$ cat src/design/slpi_div.sv
// Restoring unsigned divider, one quotient bit per cycle.
module slpi_div #(
  parameter int NUM_W = 46,
  parameter int DEN_W = 21
) (
  input  logic             clk,
  input  logic             rst_n,
  input  logic             start,
  input  logic [NUM_W-1:0] num,
  input  logic [DEN_W-1:0] den,
  output logic             done,
  output logic [NUM_W-1:0] quo
);

  localparam int CW = $clog2(NUM_W + 1);

  logic             busy_r;
  logic             done_r;
  logic [CW-1:0]    cnt_r;
  logic [DEN_W-1:0] den_r;
  logic [DEN_W-1:0] rem_r;
  logic [NUM_W-1:0] quo_r;
  logic [DEN_W:0]   trial;
  logic [DEN_W:0]   diff;
  logic             ge;

  assign trial = {rem_r, quo_r[NUM_W-1]};
  assign diff  = trial - {1'b0, den_r};
  assign ge    = trial >= {1'b0, den_r};

  always_ff @(posedge clk) begin
    if (!rst_n) begin
      busy_r <= 1'b0;
      done_r <= 1'b0;
      cnt_r  <= '0;
    end else begin
      done_r <= 1'b0;
      if (start) begin
        busy_r <= 1'b1;
        cnt_r  <= '0;
      end else if (busy_r) begin
        cnt_r <= CW'(cnt_r + 1'b1);
        if (cnt_r == CW'(NUM_W - 1)) begin
          busy_r <= 1'b0;
          done_r <= 1'b1;
        end
      end
    end
  end

  always_ff @(posedge clk) begin
    if (start) begin
      den_r <= den;
      rem_r <= '0;
      quo_r <= num;
    end else if (busy_r) begin
      rem_r <= ge ? diff[DEN_W-1:0] : trial[DEN_W-1:0];
      quo_r <= {quo_r[NUM_W-2:0], ge};
    end
  end

  assign done = done_r;
  assign quo  = quo_r;

endmodule

$ cat config.mk
export PLATFORM = sky130hd
export DESIGN_NAME = slpi_div
export DESIGN_NICKNAME = d
export VERILOG_FILES = /design/src/design/slpi_div.sv
export SDC_FILE = /design/constraint.sdc
export NUM_CORES = 1
export LEC_CHECK = 0
export BUFFER_PORTS_ARGS = -buffer_cell sky130_fd_sc_hd__clkbuf_2
export CORE_AREA = 3 3 99 101
export CTS_BUF_LIST = sky130_fd_sc_hd__clkbuf_16
export CTS_CLUSTER_SIZE = 24
export DETAILED_ROUTE_END_ITERATION = 8
export DIE_AREA = 0 0 102 104
export HOLD_SLACK_MARGIN = 0.12
export PLACE_DENSITY = 0.88
export SLEW_MARGIN = 25
export SYNTH_ARGS = -nofsm -noshare
export SYNTH_HDL_FRONTEND = slang
export SYNTH_SLANG_ARGS = --single-unit
$ cat constraint.sdc
create_clock -name clk -period 4.65 [get_ports clk]
set_input_delay 0.93 -clock clk [delete_from_list [all_inputs] [get_ports clk]]
set_output_delay 0.93 -clock clk [all_outputs]
set_load 0.02 [all_outputs]
==> flow_summary.yaml <==
timing:
  fin_crit_ns: 3.408
  rsz0062_at_grt: "no"
  clock_skew_ns: 0.01126
  hold_viol: 0
  finalWorstSetupSlack_ns: 1.242
  relSlewSlack_pct: 34.50
  tightestPinTransition_ns: 0.9825
  slew_viol_final: 0
  post-route-period-util_pct: 73.28
  max_freq_mhz: 293.5
  fin_setup_tns_ns: 0
  setup_violations: 0
placed_design:
  gp_congestion: 0.8654
  dp.cells: 638
  post-dp-hpwl_um: 7971
  numPortBuffers: 116
  pre_cts_slack_ns: 1.398
pwr:
  combPwrFrac_pct: 18.5
  p_int_w: 0.001528
  switching_power_w: 0.0006117
  power_frac_clock_pct: 33.2
  power.total_w: 0.002140
  power.density_nw_per_um2: 366.0
  p_seq_share_pct: 48.3
  switching_share_pct: 28.59
  ir_drop_v: 0.0001906
  p_leak_nw: 2.527
floorplan:
  die_y_um: 104
  die-area_sq_um: 10610
  coreArea_sq_um: 9109
  die_w_um: 102
  start_util_pct: 53.97
  boundaryPins: 117
  num_rows: 35
routing:
  wl_per_cell_um: 17.25
  firstDrtPassIters: 4
  drt_wl_total_um: 11280
  final_antenna_net_count: 0
  vias: 3686
  drtIter0Drc: 179
  vias_per_cell: 5.636
  drcViolationCount: 0
synthesis:
  synth.distinct_cells: 44
  ys.flop_type: "edfxtp_1"
  synthCells: 427
  synth_area_leader_cell: "edfxtp_1"
  synth_area_leaders: "edfxtp_1, dfxtp_1, mux2_2"
  synth_nets: 521
  synth.most_common_cell: "edfxtp_1"
  netlist.area_leader.share_pct: 40.93
  yosysWarnings: 0
  netlist_area_sq_um: 4916
  synth-edff-count: 67
  async_flop_share_pct: 0
  syn_avg_cell_area_sq_um: 11.51
  yosysSeqAreaShare_pct: 52.74
  ys_ff_latch: 96
  yosys-top-cells-count: "edfxtp_1, mux2_2, nor2_1, inv_1, a21oi_1"
layout:
  nets: 632
  layout-drive-gt1-share_pct: 33.89
  antennaDiodeCount: 0
  fillCellCount: 679
  instances_no_fill: 654
  register_area_sq_um: 2592
  multi_input_area_sq_um: 2111
  area_delta_synth_final_pct: 18.91
cts:
  cts-hold-fix-buffers: 0
  numCtsBuffers: 9
  post_cts_buffers: 0
  cts_resized: 0
  clk_pin_slew_ns: 0.08
  h-tree-depth: 3
  insertion_delay_ns: 0.35
  cts_sinks: 96
  cts_buffer_depth: 2
  cts_tree: "done"
  clockRootBuffer: "clkbuf_16"
setup_path:
  arrival_ns: 3.64
  cp-start-kind: "flop"
  cp_max_fo: 32
  critPathKind: "reg2reg"
  cp.required_ns: 4.88
  crit_path_end_kind: "flop"
grt:
  grt_antenna_before_repair: 0
  grt_max_degree: 83
  grt_pass1_vias: 3732
  overflow: 0
  grtUsageTotal_pct: 21.41
  grt_pass1_wl_um: 18030
min_path:
  hold_class: "reg2reg"
outcome:
  status: "finished clean"
flow_run:
  maxCapViolCount: 0
## area by class of cell
class / count / area share (%)
clock buffer: 9 / 3.853
clock inverter: 7 / 0.9632
inverter: 31 / 1.991
multi-input combinational: 281 / 36.11
sequential: 96 / 44.35
tap: 111 / 2.376
timing repair buffer: 119 / 10.36
## state kept, by name, summed over array words and instances (netlist names)
name and cells:
quo 46, den_r 21, rem_r 21, cnt_r 6, busy_r 1, done 1
## per-stage QoR
step	hold slack (ns)	utilization [%]	area, sq um
2_1_floorplan	0.4262	-	4916
3_3_place_gp	0.4399	61.09	5564
3_5_place_dp	0.4644	61.09	5564
4_1_cts	0.4797	64.18	5846
5_1_grt	0.5227	64.18	5846
6_report	0.4759	64.18	5846
## critical path, cell delays in order, from the launching register on
cell and delay (ns):
edfxtp_1 0.42, inv_1 0.08, ha_1 0.17, inv_1 0.06, fa_1 0.40, a21oi_1 0.27, o21ai_1 0.12, o2111ai_2 0.23
nand3_1 0.15, a31oi_4 0.82, a21oi_1 0.22, a211oi_1 0.33
## routing by layer
metal / GRT usage [%] / up-vias / part of all wire (%)
met5: 0 / - / 0
met4: 8.060 / 0 / 2.9
met3: 5.030 / 34 / 4.6
met2: 37.05 / 109 / 53
met1: 25.44 / 1757 / 39
li1: - / 1786 / -
## layout by cell type, fill, tap and decap left out, drive strengths merged, types with 5 or more instances in the layout
cell      n
edfxtp   67
ha       23
o21ai    26
nand2    19
xor2      8
nor2     37
a211oi   13
inv      33
mux2i     9
nor2b     8
nand4     9
a21oi    31
dfxtp    29
clkbuf  124
xnor2    12
a21o      5
mux2     45
nand2b    6
## power groups by stage
stage | sequential, W | clock [W] | combinational, W
floorplan | 0.00110 | 0 | 0.000218
global placement | 0.00105 | 0 | 0.000379
detailed placement | 0.00105 | 0 | 0.000393
CTS | 0.00103 | 0.000713 | 0.000397
global route | 0.00104 | 0.000749 | 0.000431
finish | 0.00103 | 0.000710 | 0.000397
## worst paths after layout
path	endpoint	startpoint	cells past startpoint	slack, ns
setup / recovery	rem_r[0]	quo[45]	11	1.24
hold / removal	rem_r[20]	rem_r[20]	2	0.48
hold reg to reg	rem_r[20]	rem_r[20]	2	0.48
setup reg to reg	rem_r[0]	quo[45]	11	1.24
## logic make-up after synthesis
family / after synthesis / synth area share (%)
multiplexers: 54 / 12.14
AND/OR/NAND/NOR: 89 / 8.323
buffers and inverters: 50 / 4.327
flip-flops: 96 / 52.74
adder cells (fa/ha/maj): 24 / 6.261
AO/OA/AOI/OAI: 94 / 12.65
XOR/XNOR: 20 / 3.563
Note: power is estimated with default switching activity, not from simulation.
