==> config.mk <==
export PLATFORM = sky130hd
export DESIGN_NAME = slpi_log2
export DESIGN_NICKNAME = d
export VERILOG_FILES = /design/src/design/slpi_pkg.sv /design/src/design/slpi_log2.sv
export SDC_FILE = /design/constraint.sdc
export NUM_CORES = 2
export LEC_CHECK = 0
export BUFFER_PORTS_ARGS = -buffer_cell sky130_fd_sc_hd__buf_4
export CAP_MARGIN = 20
export CORE_AREA = 2 2 282 284
export DETAILED_ROUTE_END_ITERATION = 16
export DIE_AREA = 0 0 284 286
export GPL_TIMING_DRIVEN = 0
export PLACE_DENSITY = 0.59
export SYNTH_ARGS = -nofsm -noshare
export SYNTH_HDL_FRONTEND = slang
export SYNTH_SLANG_ARGS = --single-unit
==> constraint.sdc <==
create_clock -name clk -period 7.7 [get_ports clk]
set_input_delay 2.31 -clock clk [delete_from_list [all_inputs] [get_ports clk]]
set_output_delay 2.31 -clock clk [all_outputs]
set_load 0.1 [all_outputs]
==> src/design/slpi_pkg.sv <==
// Shared types and constants for the sounding log-pressure interpolator.
package slpi_pkg;

  localparam int PRESS_W        = 14;
  localparam int VAL_W          = 24;
  localparam int FLAG_W         = 5;
  localparam int NUM_QTY        = 4;
  localparam int COUNT_W        = 7;
  localparam int IDX_W          = 6;
  localparam int SEL_W          = 2;
  localparam int MAG_W          = 25;
  localparam int LOG_INT_W      = 4;
  localparam int MAX_LEVELS_DEF = 64;
  localparam int LOG_FRAC_DEF   = 16;

  localparam logic       MODE_LOAD  = 1'b0;
  localparam logic       MODE_QUERY = 1'b1;
  localparam logic [FLAG_W-1:0] FLAG_PRESSURE = 5'b00001;
  localparam logic [FLAG_W-1:0] FLAG_QTY_BASE = 5'b00010;
  localparam logic signed [25:0] RES_MAX = 26'sd8388607;
  localparam logic signed [25:0] RES_MIN = -26'sd8388607;

  typedef struct packed {
    logic                    mode;
    logic [IDX_W-1:0]        level_index;
    logic [PRESS_W-1:0]      pressure;
    logic signed [VAL_W-1:0] temperature_in;
    logic signed [VAL_W-1:0] dewpoint_in;
    logic signed [VAL_W-1:0] height_in;
    logic signed [VAL_W-1:0] omega_in;
    logic [FLAG_W-1:0]       valid_mask;
    logic [SEL_W-1:0]        quantity;
  } in_t;

  typedef struct packed {
    logic signed [VAL_W-1:0] value;
    logic                    found;
  } out_t;

  typedef struct packed {
    logic [PRESS_W-1:0]                pressure;
    logic [FLAG_W-1:0]                 flags;
    logic [NUM_QTY-1:0][VAL_W-1:0]     qty;
  } lvl_t;

endpackage

==> src/design/slpi_log2.sv <==
// Iterative fixed-point log2 of a pressure by repeated squaring, one fraction bit per cycle.
module slpi_log2 #(
  parameter int FRAC_BITS = slpi_pkg::LOG_FRAC_DEF
) (
  input  logic                                     clk,
  input  logic                                     rst_n,
  input  logic                                     start,
  input  logic [slpi_pkg::PRESS_W-1:0]             p,
  output logic                                     busy,
  output logic                                     done,
  output logic [slpi_pkg::LOG_INT_W+FRAC_BITS-1:0] result
);

  localparam int KW = $clog2(FRAC_BITS + 1);

  logic                              busy_r;
  logic                              done_r;
  logic [KW-1:0]                     k_r;
  logic [30:0]                       y_r;
  logic [FRAC_BITS-1:0]              frac_r;
  logic [slpi_pkg::LOG_INT_W-1:0]    m_r;
  logic [slpi_pkg::LOG_INT_W-1:0]    m_c;
  logic [30:0]                       p_ext;
  logic [30:0]                       y_init;
  logic [61:0]                       sq;
  logic [31:0]                       sqs;
  logic [30:0]                       y_nxt;

  always_comb begin
    m_c = '0;
    for (int b = 1; b < slpi_pkg::PRESS_W; b++) begin
      if (p[b]) begin
        m_c = slpi_pkg::LOG_INT_W'(b);
      end
    end
  end

  assign p_ext  = {{(31 - slpi_pkg::PRESS_W){1'b0}}, p};
  assign y_init = p_ext << (5'd30 - {1'b0, m_c});
  assign sq     = y_r * y_r;
  assign sqs    = sq[61:30];
  assign y_nxt  = sqs[31] ? sqs[31:1] : sqs[30:0];

  always_ff @(posedge clk) begin
    if (!rst_n) begin
      busy_r <= 1'b0;
      done_r <= 1'b0;
      k_r    <= '0;
    end else begin
      done_r <= 1'b0;
      if (start) begin
        busy_r <= 1'b1;
        k_r    <= '0;
      end else if (busy_r) begin
        k_r <= KW'(k_r + 1'b1);
        if (k_r == KW'(FRAC_BITS - 1)) begin
          busy_r <= 1'b0;
          done_r <= 1'b1;
        end
      end
    end
  end

  always_ff @(posedge clk) begin
    if (start) begin
      y_r <= y_init;
      m_r <= m_c;
    end else if (busy_r) begin
      y_r    <= y_nxt;
      frac_r <= {frac_r[FRAC_BITS-2:0], sqs[31]};
    end
  end

  assign busy   = busy_r;
  assign done   = done_r;
  assign result = {m_r, frac_r};

endmodule

==> impl_summary.log <==
[metrics] result of the run: complete, but fails checks
[metrics] failing checks: setup timing
[metrics] vertical die dimension: around 290 um
[metrics] Avg Inst Size Synth: around 9.5 um2
[metrics] worst min path class: reg -> reg
[metrics] post-synthesis cell type with the largest combined area: sky130_fd_sc_hd__fa_1
[metrics] Sinks on Clock Net: 58
[metrics] number of endpoints failing setup at the final stage: 32
[metrics] worst-case clock skew: 0.00778 ns
[metrics] count of TritonRoute iterations in the first routing pass: 8
[metrics] Post-Place Cells: roughly 4300
[metrics] global routing usage summed across all routing layers: 24.2%
[metrics] pin count of the biggest net entering global routing: 32
[metrics] Synthesized Nets: 4212
[metrics] commonest cells after routing, fill and taps aside: 910 x sky130_fd_sc_hd__inv_1, 718 x sky130_fd_sc_hd__fa_1, 282 x sky130_fd_sc_hd__nand2_1, 255 x sky130_fd_sc_hd__ha_1, 178 x sky130_fd_sc_hd__and2_1
[metrics] worst endpoint data arrival time: 8.35 ns
[metrics] wire length of the first global-routing pass: 147000 um
[metrics] FF+latch count, synth: 58
[metrics] vias post-DR: 22700
[metrics] Residual DRC: 0
[metrics] leading cell type in the layout, fill and taps excluded: sky130_fd_sc_hd__inv_1
[metrics] crit path setup slack, layout: -0.606 ns
[metrics] clock transition time at the flip-flop clock pins of the worst setup and hold paths: 0.05 ns
[metrics] fin nets: about 4400
[metrics] setup repair after global routing missed its margin: yes
[metrics] dominant register cell in the synthesized netlist: sky130_fd_sc_hd__edfxtp_1
[metrics] max capacitance violation total: 0
[metrics] estimated wirelength of the detail-placed design: 77900 um
[metrics] cell chosen for the clock root: sky130_fd_sc_hd__clkbuf_16
[metrics] maximum achievable frequency: 120 MHz
[metrics] Avg WL per Cell: 21.7 um
[metrics] final number of max-transition violations: 0
[metrics] Horiz. Die Dim: 284 um
[metrics] Layout area overhead: 15.9%
[metrics] effective utilization at floorplan: between 30 and 40%
[metrics] ANT nets after route: 0
[metrics] FFs w/ async S/R, synth: 0%
[metrics] Worst setup SP type: flop
[metrics] sum of routed wire length over all layers: ~96000 um
[metrics] final worst hold slack: 0.448 ns
[metrics] capturing element type of the critical path: flop
[metrics] total grt overflow: 0
[metrics] vias in the first global route: 24400
[metrics] Longest Clk Path Bufs: 2
[metrics] Final Hold Vio Count: 0
[metrics] number of enable-type register cells in the synthesized netlist: 51
[metrics] transition time at the pin with the least slew margin: 1.11 ns
[metrics] TritonCTS clock tree: done
[metrics] insertion delay to the later sink of the worst-skew pair: between 0.3 and 0.4 ns
[metrics] via density per instance: 5.12
[metrics] number of antenna violations at the first check in global routing: 4
[metrics] Boundary Pins: 39
[metrics] final standard cell count with taps included and fillers excluded: about 4400
[metrics] maximum fanout along the worst path: 10
[metrics] top cells by area in the synthesized netlist: sky130_fd_sc_hd__fa_1 50%, sky130_fd_sc_hd__inv_1 12%, sky130_fd_sc_hd__ha_1 11%
[metrics] Required @ worst endpoint: between 7 and 8 ns
[metrics] die footprint: 81200 um2
[metrics] layout cells sized above 1: 14.2%
[metrics] share of the yosys chip area belonging to registers: 5.54%
[metrics] count of hold-fix buffers inserted at cts: 0
[metrics] worst setup path category: reg -> reg
[metrics] Final Wtd Congestion: 0.973
[metrics] number of unique standard cell types used by synthesis: 86
[metrics] mapped cell area: 30200 um2
[metrics] core outline area: ~78000 um2
[metrics] number of instances in the synthesized netlist: 3177
[metrics] htree depth: 3
[metrics] yosys warns: 0
[metrics] buffers added on ports: 37
[metrics] Num CTS Buffers: 9
[metrics] starting DRC count in detailed routing: about 1900
[metrics] time the worst path needs with I/O delays and setup: 8.31 ns
[metrics] Max-slew headroom: 24.0%
[metrics] num rows: between 100 and 150
[metrics] crit share post-route: 108%
[metrics] area fraction of the dominant cell type after synthesis: between 40 and 50%
[metrics by stage]
stage	utilization (%)	setup TNS [ns]	area, um2	setup slack (ns)
finish	44.6	-16.63	35000	-0.606
detailed placement	40.6	-64.49	31800	-2.11
global route	44.6	-20.43	35000	-0.702
CTS	43.2	-13.61	33900	-0.489
global placement	40.6	-67.34	31800	-2.20
floorplan	-	0	30200	0.00287
[final cells by class]
cell class / instances / area, um2
diodes: 2 / 5.00
plain buffers: 108 / 1250
clock buffers: 14 / 274
clock inverters: 2 / 12.5
fillers: 7695 / 43400
inverters: 929 / 3510
multi-input cells: 2075 / 25300
flip-flops and latches: 58 / 1670
well taps: 1050 / 1310
repair buffers: 185 / 1650
[final timing paths]
check            start        end  slack, ns  cells past startpoint
max            y_r[12]    y_r[23]      -0.61                     26
min reg2reg  frac_r[4]  frac_r[5]       0.45                      0
max reg2reg    y_r[12]    y_r[23]      -0.61                     26
min          frac_r[4]  frac_r[5]       0.45                      0
[cell usage after synthesis (all sizes together), types with 9 or more instances]
cell type and n:
o21ai 46, nor2b 14, o22ai 17, o21bai 11
nand2 302, clkbuf 103, inv 929, nor2 78
a21oi 82, nand4 15, ha 271, nand2b 9
edfxtp 51, fa 747, mux2i 37, a211oi 12
and2 193, xnor2 28, nand3 22, a21o 24
a31oi 17, or2 10, xor2 30, buf 12
and3 11, nor3 17
[routing by layer]
| metal | global-route usage, % | up-vias | wire [um] |
|---|---|---|---|
| li1 | - | 9818 | - |
| met1 | 32.3 | 11500 | 38600 |
| met2 | 38.7 | 1037 | 43600 |
| met3 | 4.20 | 292 | 8490 |
| met4 | 10.7 | 0 | 5430 |
| met5 | 0 | - | 0 |
[kinds of logic after synthesis]
kind of cell             Yosys count  share of synthesized area, %
buffers and inverters           1044                          13.1
adder cells (fa/ha/maj)         1018                          60.8
AND/OR/NAND/NOR                  685                          11.1
AO/OA/AOI/OAI                    264                          5.84
XOR/XNOR                          58                          1.71
flip-flops                        58                          5.54
multiplexers                      50                          1.95
[registers in the layout, indices dropped and copies added (netlist names)]
name and flops:
busy 1, done 1, y_r 31, k_r 5, m_r 4, frac_r 16
[worst max-delay path, cell delays in order (launching register included)]
cell and delay (ns):
sky130_fd_sc_hd__edfxtp_1 0.54, sky130_fd_sc_hd__clkbuf_16 0.22, sky130_fd_sc_hd__buf_6 0.19, sky130_fd_sc_hd__and2_4 0.19
sky130_fd_sc_hd__inv_1 0.05, sky130_fd_sc_hd__fa_1 0.48, sky130_fd_sc_hd__fa_1 0.55, sky130_fd_sc_hd__inv_1 0.05
sky130_fd_sc_hd__fa_1 0.49, sky130_fd_sc_hd__fa_1 0.52, sky130_fd_sc_hd__fa_1 0.52, sky130_fd_sc_hd__fa_2 0.45
sky130_fd_sc_hd__fa_1 0.60, sky130_fd_sc_hd__fa_2 0.51, sky130_fd_sc_hd__ha_4 0.33, sky130_fd_sc_hd__nand2_2 0.13
sky130_fd_sc_hd__nor3_4 0.36, sky130_fd_sc_hd__nand3_2 0.14, sky130_fd_sc_hd__o221ai_4 0.24, sky130_fd_sc_hd__buf_12 0.17
sky130_fd_sc_hd__nor2_4 0.04, sky130_fd_sc_hd__o21ai_4 0.21, sky130_fd_sc_hd__mux2i_4 0.30, sky130_fd_sc_hd__nand2_4 0.17
sky130_fd_sc_hd__buf_12 0.20, sky130_fd_sc_hd__mux2i_2 0.20, sky130_fd_sc_hd__o22ai_1 0.12
[what timing repair did]
action / in CTS / in global routing
gates resized for setup: 284 / 172
buffers inserted: 77 / 66
setup endpoints to repair: 32 / 32
gates cloned: 1 / 3
pin swaps: 31 / 95
Power is left out: the tool's default activity adds up to more than one toggle a clock period on the data nets, which glitch-free logic cannot reach.
